### config.mk
export PLATFORM = sky130hd
export DESIGN_NAME = spc_queue
export DESIGN_NICKNAME = d
export VERILOG_FILES = /design/src/rtl/spc_queue.sv
export SDC_FILE = /design/constraint.sdc
export NUM_CORES = 1
export LEC_CHECK = 0
export ABC_AREA = 0
export BUFFER_PORTS_ARGS = -buffer_cell sky130_fd_sc_hd__clkbuf_2
export CORE_MARGIN = 2
export CORE_UTILIZATION = 55
export CTS_BUF_LIST = sky130_fd_sc_hd__clkbuf_8
export CTS_CLUSTER_SIZE = 28
export DETAILED_ROUTE_END_ITERATION = 6
export HOLD_SLACK_MARGIN = 0.06
export PLACE_DENSITY = 0.86
export SLEW_MARGIN = 20
export SYNTH_ARGS = -nofsm -noshare
export SYNTH_HDL_FRONTEND = slang
export SYNTH_SLANG_ARGS = --single-unit
### constraint.sdc
create_clock -name clk -period 3.3 [get_ports clk]
set_clock_uncertainty 0.15 [all_clocks]
set_input_delay 0.66 -clock clk [delete_from_list [all_inputs] [get_ports clk]]
set_output_delay 0.66 -clock clk [all_outputs]
set_load 0.05 [all_outputs]
### src/rtl/spc_queue.sv
// Small register queue with push/full and pop/empty sides.
`timescale 1ns / 1ps
module spc_queue #(
  parameter int W  = 8,
  parameter int AW = 2
) (
  input  logic         clk,
  input  logic         rst_n,
  input  logic         push,
  input  logic [W-1:0] din,
  output logic         full,
  input  logic         pop,
  output logic [W-1:0] dout,
  output logic         empty
);

  localparam int DEPTH = 1 << AW;

  logic [W-1:0] mem [DEPTH];
  logic [AW-1:0] wp_r, wp_nxt, rp_r, rp_nxt;
  logic [AW:0]   cnt_r, cnt_nxt;
  logic          do_push, do_pop;

  assign full    = (cnt_r == (AW+1)'(DEPTH));
  assign empty   = (cnt_r == '0);
  assign do_push = push && !full;
  assign do_pop  = pop && !empty;
  assign dout    = mem[rp_r];

  always_comb begin
    wp_nxt  = do_push ? wp_r + 1'b1 : wp_r;
    rp_nxt  = do_pop ? rp_r + 1'b1 : rp_r;
    cnt_nxt = cnt_r + (AW+1)'(do_push) - (AW+1)'(do_pop);
  end

  always_ff @(posedge clk) begin
    if (!rst_n) begin
      wp_r  <= '0;
      rp_r  <= '0;
      cnt_r <= '0;
    end else begin
      wp_r  <= wp_nxt;
      rp_r  <= rp_nxt;
      cnt_r <= cnt_nxt;
    end
  end

  always_ff @(posedge clk) begin
    if (do_push) begin
      mem[wp_r] <= din;
    end
  end

endmodule

==> results.json <==
{
  "cts_tree": "built",
  "overflow": 0,
  "crit_required_ns": 3.33,
  "h-tree-depth": 2,
  "final.setup.tns_ns": 0,
  "ant_nets": 0,
  "placedCellCount": 141,
  "dieWidth_um": 58.63,
  "syn_area_um2": 1642,
  "core_area_um2": 2805,
  "holdPathStages": 2,
  "fillers": 190,
  "nets": 136,
  "setup_slack_ns": 0.6761,
  "grt_antenna_before_repair": 0,
  "p_per_area_nw_per_um2": 797.6,
  "synth_common_cells": "32 x edfxtp_1, 9 x dfxtp_1, 8 x mux4_2",
  "cts_resized": 0,
  "grt_max_degree": 13,
  "area_growth_pct": 12.81,
  "clock_path_buffers": 2,
  "vdd_drop_max_mv": 0.5214,
  "die_h_um": 58.63,
  "syn_area_per_cell_um2": 17.65,
  "hp-class": "flop to flop",
  "r2r-end": "cnt_r[2]",
  "end_kind": "flop",
  "ys_async_sr_fraction": 0,
  "relSlewSlack": 0.6363,
  "stdcell_count": 149,
  "portBuffers": 21,
  "synth-seq-cells": 41,
  "clkLatencyLatePin_ns": 0.28,
  "fmax_mhz": 381.1,
  "die_area_um2": 3437,
  "first_global_vias": 819,
  "min_from": "rp_r[1]",
  "violations": "DRC",
  "crit_fanout": 7,
  "drc_errors": 1,
  "p_leak_nw": 0.6881,
  "rsz0062_at_grt": "no",
  "cap_viol_max_count": 0,
  "hold_viol_final": 0,
  "num_rows": 19,
  "cp.arrival_ns": 2.66,
  "holdWs_ns": 0.3547,
  "start_kind": "flop",
  "floorplan.initialDensity": 0.5852,
  "dr_total_vias": 802,
  "firstDrtPassIters": 6,
  "routed_wl_mm": 2.414,
  "dp_hpwl_mm": 1.766,
  "setup.worst_path.class": "flop to flop",
  "synth_top_area_share": 0.5854,
  "post_dp_cell_area_um2": 1762,
  "r2r_slack_ns": 0.68,
  "r2r_start": "cnt_r[2]",
  "synthMostInstantiatedCell": "edfxtp_1",
  "syn_nets": 112,
  "multi_input_area_um2": 454.2,
  "via_per_inst": 5.383,
  "yosysTopAreaCell": "edfxtp_1",
  "wl_per_cell_um": 16.20,
  "diodes": 0,
  "drv_slew": 0,
  "min_period_over_period": 0.7951,
  "worstMarginPinSlew_ns": 0.5448,
  "status": "finished with violations",
  "cts_setup_buffers": 0,
  "first_iter_violations": 37,
  "cts_buffers": 5,
  "preCtsSetupSlack_ns": 0.4288,
  "io_pins": 22,
  "ys.flop_type": "edfxtp_1",
  "syn_inst": 93,
  "final_area_um2": 1852,
  "synth-seq-area-share": 0.6951,
  "startpoint": "cnt_r[2]",
  "grt_pass1_wl_mm": 3.650,
  "cts-root-buf": "clkbuf_8",
  "synth_cell_types": 20,
  "drive_gt1_frac": 0.3136,
  "gp_congestion": 0.7400,
  "synth_edf_count": 32,
  "seq_area_um2": 1141,
  "setup_viol": 0,
  "grtUsageTotal": 0.1594,
  "r2r_cells": 10,
  "timing.final.crit_period_ns": 2.624,
  "yosys-top-cells-area": "edfxtp_1 59%, dfxtp_1 11%, mux4_2 11%",
  "clk_pin_slew_worst_paths_ns": 0.07,
  "cts_sinks": 41,
  "yosys_warnings": 0,
  "cts_hold_buf": 0
}
[state kept, by name (all words and copies together), names as in the netlist, named ones only]
name	flops
mem	32
cnt_r	3
rp_r	2
wp_r	2
[how the worst max path moves through the flow]
stage                     to  slack (ns)  depth (start not counted)
floorplan           cnt_r[2]        0.52                          9
global placement    cnt_r[2]        0.61                         10
detailed placement  cnt_r[2]        0.43                         10
CTS                  dout[6]        0.63                          2
global route         dout[6]        0.56                          2
finish              cnt_r[2]        0.68                         10
[layout by cell type, fill, tap and decap left out]
master,instances
and2_1,7
mux2i_1,2
mux4_2,8
nor3b_2,1
inv_1,8
edfxtp_1,32
xnor2_1,2
nor2b_1,2
nand2_1,6
or3_1,1
dfxtp_1,9
a21boi_1,1
o21ai_0,3
clkbuf_2,21
nor3_2,1
nand4bb_1,1
ha_1,6
clkbuf_8,6
fa_1,1
[layout make-up]
cell class | instances | area share
clock buffers | 6 | 0.04459
repair buffers | 21 | 0.05676
multi-input cells | 42 | 0.2453
flip-flops and latches | 41 | 0.6162
inverters | 6 | 0.01216
well taps | 31 | 0.02095
clock inverters | 2 | 0.004054
[where the power goes]
group / switching [mW] / internal, mW / leakage (nW) / total [mW]
combinational: 0.311 / 0.166 / 0.267 / 0.477
clock: 0.146 / 0.164 / 0.0538 / 0.310
sequential: 0.0575 / 0.632 / 0.367 / 0.690
[metrics by stage]
step | total power, mW | util
final | 1.477 | 0.6601
after CTS | 1.492 | 0.6601
after floorplan | 1.083 | -
after global routing | 1.547 | 0.6601
after global placement | 1.159 | 0.6280
after detailed placement | 1.186 | 0.6280
[cells by family (layout without fill, tap and decap cells)]
kind of cell / count (synthesis) / count (layout) / share of synthesized area
flip-flops: 41 / 41 / 0.6951
XOR/XNOR: 2 / 2 / 0.01067
buffers and inverters: 10 / 35 / 0.02820
AO/OA/AOI/OAI: 4 / 4 / 0.01372
multiplexers: 10 / 10 / 0.1220
AND/OR/NAND/NOR: 19 / 19 / 0.07241
adder cells (fa/ha/maj): 7 / 7 / 0.05793
[per-layer routing]
metal,vias to the layer above,track usage,part of all wire
li1,389,-,-
met3,2,0.06813,0.054
met2,19,0.2681,0.54
met5,-,0,0
met4,0,0.08766,0.012
met1,392,0.1685,0.40
[worst max-delay path: stages (launching register included)]
cell and delay [ns]:
dfxtp_1 0.34, nor3b_2 0.17, nor2b_1 0.42, inv_1 0.11
ha_1 0.30, inv_1 0.04, ha_1 0.18, fa_1 0.38
xnor2_1 0.15, xnor2_1 0.13, and2_1 0.15
No activity file was read; power rests on OpenSTA's default activity.
